**src/sv/itf_pkg.sv**
```systemverilog
// Shared types, character constants and helpers for the integer text formatter.
package itf_pkg;

    typedef enum logic [1:0] {
        CMD_SDEC = 2'd0,
        CMD_UDEC = 2'd1,
        CMD_HEX  = 2'd2,
        CMD_CHAR = 2'd3
    } cmd_e_t;

    typedef enum logic [1:0] {
        S_IDLE,
        S_DIV,
        S_SETUP,
        S_EMIT
    } state_t;

    // Commands from the controller to the datapath
    typedef struct packed {
        logic load;
        logic div_step;
        logic setup;
        logic emit;
    } ctl_cmd_t;

    // Status from the datapath to the controller
    typedef struct packed {
        logic dig_done;
        logic quo_zero;
        logic cnt_zero;
        logic out_free;
    } dp_stat_t;

    localparam logic [7:0] CH_ZERO  = 8'h30;
    localparam logic [7:0] CH_LOW_A = 8'h61;
    localparam logic [7:0] CH_MINUS = 8'h2d;
    localparam logic [7:0] CH_SPACE = 8'h20;
    localparam logic [4:0] RADIX_DEC = 5'd10;
    localparam int CHUNK_BITS = 8;

    function automatic logic [7:0] digit_char(input logic [3:0] d);
        logic [7:0] c;
        if (d < 4'd10)
        begin
            c = CH_ZERO + {4'd0, d};
        end
        else
        begin
            c = CH_LOW_A + {4'd0, d} - 8'd10;
        end
        return c;
    endfunction

endpackage

```
**src/sv/itf_ctrl.sv**
```systemverilog
// Controller state machine: sequences load, digit conversion, setup and emission.
module itf_ctrl (
    input  logic             clk,
    input  logic             rst_n,
    input  logic             in_valid,
    output logic             in_ready,
    output itf_pkg::ctl_cmd_t cmd,
    input  itf_pkg::dp_stat_t st
);
    import itf_pkg::*;

    state_t state_reg;
    state_t state_next;

    always_ff @(posedge clk or negedge rst_n)
    begin
        if (!rst_n)
        begin
            state_reg <= S_IDLE;
        end
        else
        begin
            state_reg <= state_next;
        end
    end

    // Next state
    always_comb
    begin
        state_next = state_reg;
        case (state_reg)
            S_IDLE:
            begin
                if (in_valid)
                begin
                    state_next = S_DIV;
                end
            end
            S_DIV:
            begin
                if (st.dig_done && st.quo_zero)
                begin
                    state_next = S_SETUP;
                end
            end
            S_SETUP:
            begin
                state_next = S_EMIT;
            end
            S_EMIT:
            begin
                if (st.out_free && st.cnt_zero)
                begin
                    state_next = S_IDLE;
                end
            end
            default:
            begin
                state_next = S_IDLE;
            end
        endcase
    end

    // Outputs
    always_comb
    begin
        in_ready     = 1'b0;
        cmd          = '0;
        case (state_reg)
            S_IDLE:
            begin
                in_ready = 1'b1;
                cmd.load = in_valid;
            end
            S_DIV:
            begin
                cmd.div_step = 1'b1;
            end
            S_SETUP:
            begin
                cmd.setup = 1'b1;
            end
            S_EMIT:
            begin
                cmd.emit = st.out_free;
            end
            default:
            begin
                in_ready = 1'b0;
            end
        endcase
    end

    a_accept_starts_div: assert property (@(posedge clk) disable iff (!rst_n)
        (in_valid && in_ready) |=> (state_reg == S_DIV))
        else $error("accepted beat did not start digit conversion");

endmodule

```
**src/sv/itf_dp.sv**
```systemverilog
// Datapath: operand, digit generation, digit store, emit counter and output register.
module itf_dp #(
    parameter int MAX_WIDTH  = 32,
    parameter int VALUE_BITS = 32
) (
    input  logic              clk,
    input  logic              rst_n,
    input  itf_pkg::ctl_cmd_t cmd,
    output itf_pkg::dp_stat_t st,
    input  logic [1:0]        command,
    input  logic [31:0]       value,
    input  logic              zero_pad,
    input  logic [5:0]        min_width,
    output logic              out_valid,
    input  logic              out_ready,
    output logic [7:0]        out_char,
    output logic              last
);
    import itf_pkg::*;

    localparam int DEC_DIGITS = (VALUE_BITS * 30103) / 100000 + 1;
    localparam int HEX_DIGITS = (VALUE_BITS + 3) / 4;
    localparam int DIG_N      = (DEC_DIGITS > HEX_DIGITS) ? DEC_DIGITS : HEX_DIGITS;
    localparam int DIG_IW     = $clog2(DIG_N);
    localparam int NDW        = $clog2(DIG_N + 1);
    localparam int NCH        = (VALUE_BITS + CHUNK_BITS - 1) / CHUNK_BITS;
    localparam int QW         = NCH * CHUNK_BITS;
    localparam int CW         = (NCH > 1) ? $clog2(NCH) : 1;
    localparam int TOT_MAX    = (MAX_WIDTH > DIG_N + 1) ? MAX_WIDTH : DIG_N + 1;
    localparam int CTW        = $clog2(TOT_MAX + 1);
    localparam int EXT_W      = VALUE_BITS + 32;

    // Control registers
    logic [NDW-1:0]  ndig_reg, ndig_next;
    logic [CW-1:0]   chunk_reg, chunk_next;
    logic [CTW-1:0]  cnt_reg, cnt_next;
    logic            first_reg, first_next;
    logic            out_valid_reg, out_valid_next;

    // Payload registers
    cmd_e_t          cmd_reg;
    logic            neg_reg;
    logic            zp_reg;
    logic [CTW-1:0]  width_reg;
    logic [QW-1:0]   q_reg, q_next;
    logic [3:0]      rem_reg, rem_next;
    logic [7:0]      dig_reg [DIG_N];
    logic [7:0]      out_char_reg;
    logic            last_reg;

    // Operand after masking to VALUE_BITS
    logic [EXT_W-1:0]      val_ext;
    logic [VALUE_BITS-1:0] val;
    logic [VALUE_BITS-1:0] mag;
    logic                  in_neg;
    logic [6:0]            width_sat;

    assign val_ext   = {{VALUE_BITS{1'b0}}, value};
    assign val       = val_ext[VALUE_BITS-1:0];
    assign mag       = VALUE_BITS'(0) - val;
    assign in_neg    = (cmd_e_t'(command) == CMD_SDEC) && val[VALUE_BITS-1];
    assign width_sat = ({1'b0, min_width} > 7'(MAX_WIDTH)) ? 7'(MAX_WIDTH)
                                                           : {1'b0, min_width};

    // Divide the top chunk of the quotient by ten, one bit per step
    logic [CHUNK_BITS-1:0] chunk_top;
    logic [CHUNK_BITS-1:0] qbits;
    logic [4:0]            r;
    logic [QW-1:0]         q_dec;

    assign chunk_top = q_reg[QW-1 -: CHUNK_BITS];

    always_comb
    begin
        r     = {1'b0, rem_reg};
        qbits = '0;
        for (int j = CHUNK_BITS - 1; j >= 0; j--)
        begin
            r = {r[3:0], chunk_top[j]};
            if (r >= RADIX_DEC)
            begin
                r        = r - RADIX_DEC;
                qbits[j] = 1'b1;
            end
        end
    end

    assign q_dec = QW'({q_reg, qbits});

    // Digit generation
    logic       dig_wr;
    logic [7:0] dig_wdata;
    logic       quo_zero;

    always_comb
    begin
        q_next     = q_reg;
        rem_next   = rem_reg;
        chunk_next = chunk_reg;
        dig_wr     = 1'b0;
        dig_wdata  = CH_ZERO;
        quo_zero   = 1'b0;
        if (cmd.load)
        begin
            q_next     = in_neg ? QW'(mag) : QW'(val);
            rem_next   = '0;
            chunk_next = '0;
        end
        else if (cmd.div_step)
        begin
            case (cmd_reg)
                CMD_HEX:
                begin
                    q_next    = q_reg >> 4;
                    dig_wr    = 1'b1;
                    dig_wdata = digit_char(q_reg[3:0]);
                    quo_zero  = ((q_reg >> 4) == '0);
                end
                CMD_CHAR:
                begin
                    dig_wr    = 1'b1;
                    dig_wdata = q_reg[7:0];
                    quo_zero  = 1'b1;
                end
                default:
                begin
                    q_next = q_dec;
                    if (chunk_reg == CW'(NCH - 1))
                    begin
                        dig_wr     = 1'b1;
                        dig_wdata  = digit_char(r[3:0]);
                        quo_zero   = (q_dec == '0);
                        rem_next   = '0;
                        chunk_next = '0;
                    end
                    else
                    begin
                        rem_next   = r[3:0];
                        chunk_next = chunk_reg + CW'(1);
                    end
                end
            endcase
        end
    end

    // Character at the current emit position
    logic [CTW-1:0] len;
    logic [CTW-1:0] total;
    logic [CTW-1:0] ndig_ext;
    logic [7:0]     pad_char;
    logic [7:0]     emit_char;

    assign ndig_ext = CTW'(ndig_reg);
    assign len      = ndig_ext + CTW'(neg_reg);
    assign total    = (width_reg > len) ? width_reg : len;
    assign pad_char = (zp_reg && (cmd_reg != CMD_CHAR)) ? CH_ZERO : CH_SPACE;

    always_comb
    begin
        if (cnt_reg < ndig_ext)
        begin
            emit_char = dig_reg[cnt_reg[DIG_IW-1:0]];
        end
        else if (neg_reg && ((zp_reg && first_reg) || (!zp_reg && (cnt_reg == ndig_ext))))
        begin
            emit_char = CH_MINUS;
        end
        else
        begin
            emit_char = pad_char;
        end
    end

    always_comb
    begin
        ndig_next      = ndig_reg;
        cnt_next       = cnt_reg;
        first_next     = first_reg;
        out_valid_next = out_valid_reg;
        if (cmd.load)
        begin
            ndig_next = '0;
        end
        else if (dig_wr)
        begin
            ndig_next = ndig_reg + NDW'(1);
        end
        if (cmd.setup)
        begin
            cnt_next   = total - CTW'(1);
            first_next = 1'b1;
        end
        else if (cmd.emit)
        begin
            cnt_next   = cnt_reg - CTW'(1);
            first_next = 1'b0;
        end
        if (cmd.emit)
        begin
            out_valid_next = 1'b1;
        end
        else if (out_ready)
        begin
            out_valid_next = 1'b0;
        end
    end

    always_ff @(posedge clk or negedge rst_n)
    begin
        if (!rst_n)
        begin
            ndig_reg      <= '0;
            chunk_reg     <= '0;
            cnt_reg       <= '0;
            first_reg     <= 1'b0;
            out_valid_reg <= 1'b0;
        end
        else
        begin
            ndig_reg      <= ndig_next;
            chunk_reg     <= chunk_next;
            cnt_reg       <= cnt_next;
            first_reg     <= first_next;
            out_valid_reg <= out_valid_next;
        end
    end

    always_ff @(posedge clk)
    begin
        q_reg   <= q_next;
        rem_reg <= rem_next;
        if (cmd.load)
        begin
            cmd_reg   <= cmd_e_t'(command);
            neg_reg   <= in_neg;
            zp_reg    <= zero_pad;
            width_reg <= CTW'(width_sat);
        end
        if (dig_wr)
        begin
            dig_reg[ndig_reg[DIG_IW-1:0]] <= dig_wdata;
        end
        if (cmd.emit)
        begin
            out_char_reg <= emit_char;
            last_reg     <= (cnt_reg == '0);
        end
    end

    assign st.dig_done = dig_wr;
    assign st.quo_zero = quo_zero;
    assign st.cnt_zero = (cnt_reg == '0);
    assign st.out_free = !out_valid_reg || out_ready;

    assign out_valid = out_valid_reg;
    assign out_char  = out_char_reg;
    assign last      = last_reg;

    a_rem_below_ten: assert property (@(posedge clk) disable iff (!rst_n)
        cmd.div_step |-> (rem_reg < 4'd10))
        else $error("partial remainder out of range");

    a_digit_count: assert property (@(posedge clk) disable iff (!rst_n)
        dig_wr |-> (ndig_reg < NDW'(DIG_N)))
        else $error("digit store overflow");

    a_last_on_final: assert property (@(posedge clk) disable iff (!rst_n)
        cmd.emit |=> (out_valid_reg && (last_reg == $past(cnt_reg == '0))))
        else $error("last flag does not match the final position");

endmodule

```
**src/sv/integer_text_formatter.sv**
```systemverilog
// Top level of the integer text formatter: controller plus datapath.
//
// Input channel (in_valid/in_ready) carries one conversion request per beat:
// command (signed decimal, unsigned decimal, lower-case hex, character), value,
// zero_pad and min_width. Output channel (out_valid/out_ready) carries one
// ASCII character per beat, leftmost first, with last set on the final one.
// Text is right-aligned in a field of min_width characters (saturated at
// MAX_WIDTH); zero padding puts a minus sign in front of the zeros.
//
// Timing: one request at a time. After acceptance the digits are produced
// least significant first. Each decimal digit takes a pass over the
// ceil(VALUE_BITS/8) quotient chunks, since the divide-by-ten unit consumes
// eight quotient bits per cycle; a hex digit or a character comes from a
// single shift or copy. A setup state follows, then one character per cycle
// while the receiver takes them.
// in_ready is high only while the block is idle; the last character may still
// sit in the output register when the next request is taken.
// Reset clears the controller and output valid; no clearing pass is needed.
// When out_ready is low, the output register holds its beat and emission stalls.
module integer_text_formatter #(
    parameter int MAX_WIDTH  = 32,
    parameter int VALUE_BITS = 32
) (
    input  logic        clk,
    input  logic        rst_n,
    input  logic        in_valid,
    output logic        in_ready,
    input  logic [1:0]  command,
    input  logic [31:0] value,
    input  logic        zero_pad,
    input  logic [5:0]  min_width,
    output logic        out_valid,
    input  logic        out_ready,
    output logic [7:0]  out_char,
    output logic        last
);
    import itf_pkg::*;

    ctl_cmd_t ctl_cmd;
    dp_stat_t dp_stat;

    // Sequence the request through conversion and emission
    itf_ctrl u_ctrl (
        .clk      (clk),
        .rst_n    (rst_n),
        .in_valid (in_valid),
        .in_ready (in_ready),
        .cmd      (ctl_cmd),
        .st       (dp_stat)
    );

    // Hold operand, digits and the output register
    itf_dp #(
        .MAX_WIDTH  (MAX_WIDTH),
        .VALUE_BITS (VALUE_BITS)
    ) u_dp (
        .clk         (clk),
        .rst_n       (rst_n),
        .cmd         (ctl_cmd),
        .st          (dp_stat),
        .command     (command),
        .value       (value),
        .zero_pad    (zero_pad),
        .min_width   (min_width),
        .out_valid   (out_valid),
        .out_ready   (out_ready),
        .out_char    (out_char),
        .last        (last)
    );

endmodule

```
**config.mk**
```make
export PLATFORM = sky130hd
export DESIGN_NAME = integer_text_formatter
export DESIGN_NICKNAME = d
export VERILOG_FILES = /design/src/sv/itf_pkg.sv /design/src/sv/itf_ctrl.sv /design/src/sv/itf_dp.sv /design/src/sv/integer_text_formatter.sv
export SDC_FILE = /design/constraint.sdc
export NUM_CORES = 1
export LEC_CHECK = 0
export ABC_AREA = 1
export BUFFER_PORTS_ARGS = -buffer_cell sky130_fd_sc_hd__buf_2
export CORE_ASPECT_RATIO = 0.6
export CORE_UTILIZATION = 50
export CTS_CLUSTER_SIZE = 8
export DETAILED_ROUTE_END_ITERATION = 8
export MAX_ROUTING_LAYER = met4
export PLACE_DENSITY_LB_ADDON = 0.08
export RECOVER_POWER = 25
export SYNTH_ARGS = -nofsm -noshare
export SYNTH_HDL_FRONTEND = slang
export SYNTH_HIERARCHICAL = 1
export SYNTH_SLANG_ARGS = --single-unit
```
**constraint.sdc**
```tcl
create_clock -name clk -period 11.1 [get_ports clk]
set_input_delay 2.22 -clock clk [delete_from_list [all_inputs] [get_ports clk]]
set_output_delay 2.22 -clock clk [all_outputs]
set_load 0.01 [all_outputs]
```
==> results of run 1 <==
[Yosys cell counts, drive strengths merged]
library cell  count
a2111oi           1
a21boi            2
a21oi            36
a22oi             2
a31oi             7
a32oi             2
and2              1
buf               4
clkbuf           29
clkinv            6
dfrtp            16
dfxtp             4
edfxtp          131
ha               33
inv             122
mux2i             1
nand2           186
nand3            61
nand3b            2
nand4            13
nor2            140
nor3             25
nor4             14
o2111ai           1
o211ai            9
o21ai           120
o21bai            3
o221ai            1
o22ai            40
o311ai            1
o31ai             2
o32ai             1
o41ai             1
or2               3
or4               1
xor2              4
[per-stage QoR]
step | utilization | setup WS, ns | cells | hold slack (ns)
final | 0.5821 | 3.334 | 1327 | 0.4830
after global routing | 0.5821 | 2.531 | 1327 | 0.5016
after CTS | 0.5836 | 3.311 | 1327 | 0.4825
after detailed placement | 0.5487 | 3.348 | 1295 | 0.4659
after global placement | 0.5487 | 3.767 | 1295 | 0.4545
after floorplan | - | 4.320 | 1025 | 0.4367
[final timing paths]
check | start | end | cells after the start
max | u_dp/rem_reg[1]$_SDFFE_PP0P_ | u_dp/dig_reg[0][2]$_DFFE_PP_ | 64
min | u_dp/first_reg$_DFFE_PN0P_ | u_dp/first_reg$_DFFE_PN0P_ | 2
max reg2reg | u_dp/rem_reg[1]$_SDFFE_PP0P_ | u_dp/dig_reg[0][2]$_DFFE_PP_ | 64
min reg2reg | u_dp/first_reg$_DFFE_PN0P_ | u_dp/first_reg$_DFFE_PN0P_ | 2
min in group asynchronous | rst_n | u_dp/chunk_reg[1]$_DFFE_PN0P_ | 1
max in group asynchronous | rst_n | u_dp/cnt_reg[2]$_DFFE_PN0P_ | 1
[cells by family (layout without fill, tap and decap cells)]
group / count (synthesis) / in the layout / share of synthesized area
multiplexers: 1 / 1 / 0.001116
XOR/XNOR: 4 / 4 / 0.003907
adder cells (fa/ha/maj): 33 / 33 / 0.04605
buffers and inverters: 161 / 229 / 0.06880
AND/OR/NAND/NOR: 446 / 446 / 0.2446
flip-flops: 151 / 151 / 0.4923
AO/OA/AOI/OAI: 229 / 229 / 0.1432
[metal layers]
metal / track usage / up-vias
met5: - / -
met4: 0.04969 / 0
met3: 0.07035 / 13
met2: 0.3416 / 321
met1: 0.4298 / 3534
li1: - / 3682
[worst max-delay path, delay by kind of cell (launching register included)]
| kind | cells | cell delay, ns |
|---|---|---|
| and+or+nand+nor | 38 | 3.51 |
| buffers and inverters | 16 | 1.24 |
| DFF | 1 | 0.36 |
| AOI/OAI and AO/OA | 1 | 0.61 |
| adders and majority gates | 9 | 1.74 |
[final cells by class]
type / instances / area (um2)
Clock inverter: 15 / 180.2
Sequential cell: 151 / 4414
Tap cell: 234 / 292.8
Inverter: 128 / 485.5
Clock buffer: 17 / 425.4
Multi-Input combinational cell: 713 / 3953
Timing Repair Buffer: 69 / 355.3
Fill cell: 1581 / 7254
[placed cells by master (no fill, tap or decap), drive strengths merged, types with 2 or more instances in the layout]
cell	Yosys	layout
nand2	186	186
nor3	25	25
or2	3	3
clkinv	6	14
o21bai	3	3
a22oi	2	2
o31ai	2	2
a21oi	36	36
inv	122	128
edfxtp	131	131
a21boi	2	2
a32oi	2	2
o211ai	9	9
buf	4	53
nor2	140	140
nand4	13	13
xor2	4	4
o21ai	120	120
ha	33	33
a31oi	7	7
clkbuf	29	33
o22ai	40	40
dfxtp	4	4
nor4	14	14
nand3b	2	2
nand3	61	61
dfrtp	16	16
==> impl_metrics.ini, run 1 <==
[outcome]
status = complete, but fails checks
violations = max-capacitance violations, max-slew violations

[cts]
htree_levels = 4
post_cts_resized = 0
root_buffer = clkbuf_16
clk_latency_ns = 0.43
cts_buffer_depth = 2
cts_hold_buf = 0
clk_transition_reported_paths_ns = 0.07
post_cts_buffers = 0
cts.sinks = 151
tritoncts = done
cts_buffers = 17

[finish]
antenna_cells = 0
design_area_um2 = 10110
drive_above_1_share = 0.1500
largest_reg_flops = 80
syn_to_final_growth_pct = 12.71
final_nets = 1158

[detailed_routing]
avgRoutedWirePerCell_um = 17.60
ant_nets = 0
wl_met1_mm = 12.06
top_layer = met4
drt_wl_total_mm = 23.36
drc_errors = 0
viasPerCell = 5.690
drtPass1Iterations = 8
via_count = 7550
route.met2.wl_mm = 8.822
wl_met3_mm = 2.328
drt_iter0_drc = 796

[critical_path]
start_kind = flip-flop
crit_slowest_cell = a31oi_1
ff2ff_setup_slack_ns = 3.33
critPathMaxFanout = 10
end_kind = flip-flop
slowest_delay_ns = 0.61
cp_data_required_time_ns = 11.22
critical_path_class = reg2reg
crit_path_frequent_cell = nand2_2
cp.arrival_ns = 7.89

[sta]
finalHoldViolCount = 0
relSlewSlack = -0.4543
timing.setup.tns_ns = 0
finClkSkew_ns = 0.01632
maxSlewViolCount = 85
setup_viol = 0
rsz0062_at_grt = no
post-route-min-period_ns = 7.766
tightest_slew_ns = 2.181
clock.fmax_mhz = 128.8
fin_crit_sh = 0.6996

[synth]
yosysSeqAreaShare = 0.4923
netlist_area_um2 = 8966
synth_cells = 1025
synth.net_count = 1103
synth-seq-cells = 151
yosysTopAreaCell = edfxtp_1
syn-mean-instance-area_um2 = 8.747
ys_types = 48
yosys_warnings = 6
synth_top_area_frac = 0.4387
synth.area.top_cells = edfxtp_1 (44%), o21ai_0 (6.5%), nand2_1 (6.0%), nor2_1 (5.7%), inv_1 (4.9%)

[global_routing]
grt_max_degree = 43
antenna_found_initial = 0
grt_pass1_wl_mm = 37.36
grt_pass1_vias = 6911
grt_use_total = 0.2720
grt.overflow.total = 0

[placement]
numPortBuffers = 55
gp_congestion = 0.9269
placed_area_um2 = 9525
dp_hpwl_mm = 17.05

[die]
die_area_um2 = 18490
die_y_um = 105.7
row_count = 37
die_x_um = 174.9
core_um2 = 17360
ioPinCount = 56
initial_utilization = 0.5165

[min_path]
worstHoldPathType = reg2reg

[run]
cap_violations = 2
Power of run 1 is not shown: default switching activity piles up to over one toggle a cycle in this logic, so the estimate is an artifact.
==> run 2: changes to the inputs <==
Clock period 11.1 ns to 7.95 ns, I/O delays scaled along.
==> run 2 against run 1 <==
  * The run still ends with max-capacitance violations, max-slew violations left
  * Clock skew down 0.0012 ns
  * Wire length increased by 2.3%
  * Die area is the same
  * Global-route usage grew 0.053 points
  * Count of clock-buffer cells in the layout unchanged
  * Hold slack worse by 0.0034 ns
  * Utilization increased by 0.31 points
  * Fmax increased by 7.2%
  * Design area is 0.53% higher
  * Critical endpoint is now u_dp/dig_reg[5][2]$_DFFE_PP_
  * Highest routed layer unchanged
==> impl_metrics.ini, run 2 (synthesis results as in run 1) <==
[finish]
largest_reg_flops = 80
design_area_um2 = 10160
final_common_cell = nand2_1
antenna_cells = 0
drive_above_1_share = 0.1598
final_cell_mix = nand2_1 (143), nor2_1 (134), edfxtp_1 (131), inv_1 (116), o21ai_0 (115)
final_nets = 1160
stdcell_count = 1329
syn_to_final_growth_pct = 13.31

[critical_path]
slowest_delay_ns = 0.33
cp_data_required_time_ns = 8.13
cp.arrival_ns = 7.42
critical_path_class = reg2reg
crit_slowest_cell = dfxtp_2
crit_path_frequent_cell = nand2_2
critPathMaxFanout = 6
start_kind = flip-flop
end_kind = flip-flop

[sta]
post-route-min-period_ns = 7.246
finalHoldViolCount = 0
fin_crit_sh = 0.9115
setup_viol = 0
clock.fmax_mhz = 138.0
maxSlewViolCount = 42
finClkSkew_ns = 0.01514
relSlewSlack = -0.3947
tightest_slew_ns = 2.092
fin_ws_ns = 0.7037

[detailed_routing]
via_count = 7542
viasPerCell = 5.675
drc_errors = 0
avgRoutedWirePerCell_um = 17.98
ant_nets = 0
drt_wl_total_mm = 23.89
drtPass1Iterations = 6
drt_iter0_drc = 828

[global_routing]
grt_use_total = 0.2726
grt_pass1_wl_mm = 37.34
grt.overflow.total = 0
grt_pass1_vias = 6792
grt_max_degree = 42
antenna_found_initial = 0

[placement]
numPortBuffers = 55
dp_hpwl_mm = 17.25
gp_congestion = 0.9161
dp_slack_ns = 0.5601
post-place-cells = 1295
placed_area_um2 = 9530

[run]
cap_violations = 1

[die]
core_um2 = 17360
initial_utilization = 0.5165
ioPinCount = 56
die_y_um = 105.7
row_count = 37
die_x_um = 174.9
die_area_um2 = 18490

[cts]
cts_buffers = 17
root_buffer = clkbuf_16
clk_transition_reported_paths_ns = 0.07
cts.sinks = 151
tritoncts = done
clk_latency_ns = 0.43
htree_levels = 4
cts_buffer_depth = 2

[outcome]
status = complete, but fails checks
violations = max-capacitance violations, max-slew violations

[min_path]
worstHoldPathType = reg2reg
-- run 2: worst max-delay path: cells and delay by family, from the launching register on --
family | cells | cell delay, ns
fa+ha+maj | 9 | 1.71
simple gates | 40 | 3.45
compound gates | 1 | 0.11
flops | 1 | 0.33
buf+inv | 17 | 1.42
-- run 2: routing by layer --
layer,share of wire,global-route usage
met1,0.51,0.4413
met2,0.39,0.3452
met3,0.098,0.04654
met4,0.0063,0.05590
met5,0,-
-- run 2: cell type report --
| cell class | instances | area, um2 |
|---|---|---|
| Multi-Input combinational cell | 713 | 3990 |
| Timing Repair Buffer | 71 | 369.1 |
| Sequential cell | 151 | 4417 |
| Clock buffer | 17 | 425.4 |
| Fill cell | 1549 | 7201 |
| Clock inverter | 15 | 180.2 |
| Tap cell | 234 | 292.8 |
| Inverter | 128 | 485.5 |
-- run 2: through the flow --
step / TNS [ns] / hold WS, ns / utilization
2_1_floorplan: 0 / 0.4367 / -
3_3_place_gp: 0 / 0.4545 / 0.5490
3_5_place_dp: 0 / 0.4582 / 0.5490
4_1_cts: 0 / 0.4772 / 0.5839
5_1_grt: -0.02264 / 0.4876 / 0.5852
6_report: 0 / 0.4796 / 0.5852
-- run 2: repair_timing --
action	in CTS	in global routing
hold endpoints to repair	0	0
buffers inserted	0	1
endpoints found under the setup margin	0	50
hold buffers	0	0
gates resized for setup	0	12
-- run 2: worst paths after layout --
kind | from | end | cells past startpoint | slack, ns
worst max-delay path | u_dp/rem_reg[1]$_SDFFE_PP0P_ | u_dp/dig_reg[5][2]$_DFFE_PP_ | 67 | 0.70
worst min-delay path | u_dp/chunk_reg[0]$_DFFE_PN0P_ | u_dp/chunk_reg[0]$_DFFE_PN0P_ | 1 | 0.48
worst max register to register | u_dp/rem_reg[1]$_SDFFE_PP0P_ | u_dp/dig_reg[5][2]$_DFFE_PP_ | 67 | 0.70
worst min register to register | u_dp/chunk_reg[0]$_DFFE_PN0P_ | u_dp/chunk_reg[0]$_DFFE_PN0P_ | 1 | 0.48
max in group asynchronous | rst_n | u_dp/chunk_reg[0]$_DFFE_PN0P_ | 1 | 6.09
min in group asynchronous | rst_n | u_dp/cnt_reg[4]$_DFFE_PN0P_ | 1 | 1.28
Power of run 2 is left out for the same reason.
==> run 3: changes to the inputs <==
Settings changed: RECOVER_POWER 25 to default.
==> run 3 against run 2 <==
  * The run now ends clean
  * Global-route usage unchanged
  * Hold slack about the same
  * Cell count unchanged
  * Design area up 0.26%
  * Clock skew about the same
  * Via count up 0.20%
==> impl_metrics.ini, run 3 (synthesis results as in run 1) <==
[critical_path]
end_kind = flip-flop
ff2ff_setup_slack_ns = 0.70
start_kind = flip-flop
crit_slowest_cell = dfxtp_2
crit_path_frequent_cell = nand2_2
critPathMaxFanout = 6
cp.arrival_ns = 7.42
slowest_delay_ns = 0.33
critPathBufInv = 17
cp_data_required_time_ns = 8.13
path_delay_family = simple AND/OR/NAND/NOR gates
critical_path_class = reg2reg

[sta]
relSlewSlack = 0.3191
holdWs_ns = 0.4796
clock.fmax_mhz = 138.0
setup_viol = 0
fin_ws_ns = 0.7040
finalHoldViolCount = 0
tightest_slew_ns = 1.015
fin_crit_sh = 0.9114
finClkSkew_ns = 0.01558
post-route-min-period_ns = 7.246
maxSlewViolCount = 0

[placement]
placed_area_um2 = 9530
dp_hpwl_mm = 17.25
dp_slack_ns = 0.5601
gp_congestion = 0.9161
numPortBuffers = 55

[detailed_routing]
drt_iter0_drc = 816
viasPerCell = 5.686
avgRoutedWirePerCell_um = 17.93
drc_errors = 0
via_count = 7557
ant_nets = 0
drt_wl_total_mm = 23.83
drtPass1Iterations = 5

[cts]
cts_buffers = 17
tritoncts = done
clk_transition_reported_paths_ns = 0.07
cts_hold_buf = 0
cts_buffer_depth = 2
cts.sinks = 151
htree_levels = 4
root_buffer = clkbuf_16
clk_latency_ns = 0.43

[outcome]
status = finished, final reports clean

[die]
initial_utilization = 0.5165
row_count = 37
die_area_um2 = 18490
ioPinCount = 56
die_x_um = 174.9
die_y_um = 105.7
core_um2 = 17360

[finish]
design_area_um2 = 10190
antenna_cells = 0
final_common_cell = nand2_1
largest_reg_flops = 80
final_nets = 1160
syn_to_final_growth_pct = 13.61
final_cell_mix = nand2_1 (143), nor2_1 (134), edfxtp_1 (131), inv_1 (116), o21ai_0 (115)
drive_above_1_share = 0.1753

[global_routing]
grt_use_total = 0.2726
grt.overflow.total = 0
grt_pass1_vias = 6792
antenna_found_initial = 0
grt_pass1_wl_mm = 37.34
grt_max_degree = 42

[min_path]
worstHoldPathType = reg2reg

[run]
cap_violations = 0
run 3: changes by cell type in the layout (fill, tap and decap cells not counted):
cell,before,now
buf_2,40,55
buf_4,14,16
clkbuf_1,17,0
run 3: per-layer routing:
metal	routed length (um)	GRT usage	part of all wire	vias to the layer above
met1	12270	0.4413	0.51	3576
met2	9237	0.3452	0.39	294
met3	2191	0.04654	0.092	11
met4	133	0.05590	0.0056	0
li1	-	-	-	3676
met5	0	-	0	-
run 3: final timing paths:
kind / startpoint / endpoint / cells past startpoint
worst min register to register: u_dp/chunk_reg[0]$_DFFE_PN0P_ / u_dp/chunk_reg[0]$_DFFE_PN0P_ / 1
worst max-delay path: u_dp/rem_reg[1]$_SDFFE_PP0P_ / u_dp/dig_reg[5][2]$_DFFE_PP_ / 67
worst min-delay path: u_dp/chunk_reg[0]$_DFFE_PN0P_ / u_dp/chunk_reg[0]$_DFFE_PN0P_ / 1
max in group asynchronous: rst_n / u_dp/chunk_reg[0]$_DFFE_PN0P_ / 1
worst max register to register: u_dp/rem_reg[1]$_SDFFE_PP0P_ / u_dp/dig_reg[5][2]$_DFFE_PP_ / 67
min in group asynchronous: rst_n / u_dp/cnt_reg[4]$_DFFE_PN0P_ / 1
run 3: cell type report:
type	count	area, um2
Tap cell	234	292.8
Inverter	128	485.5
Timing Repair Buffer	71	395.4
Clock inverter	15	180.2
Clock buffer	17	425.4
Sequential cell	151	4417
Fill cell	1540	7174
Multi-Input combinational cell	713	3990
run 3: what timing repair did:
action | CTS | global route
endpoints found under the setup margin | 0 | 50
gates resized for setup | 0 | 12
buffers inserted | 0 | 1
run 3: stage by stage:
step / std cells / util / TNS (ns)
2_1_floorplan: 1025 / - / 0
3_3_place_gp: 1295 / 0.5490 / 0
3_5_place_dp: 1295 / 0.5490 / 0
4_1_cts: 1327 / 0.5839 / 0
5_1_grt: 1329 / 0.5867 / -0.02264
6_report: 1329 / 0.5867 / 0
Power of run 3 is left out for the same reason.
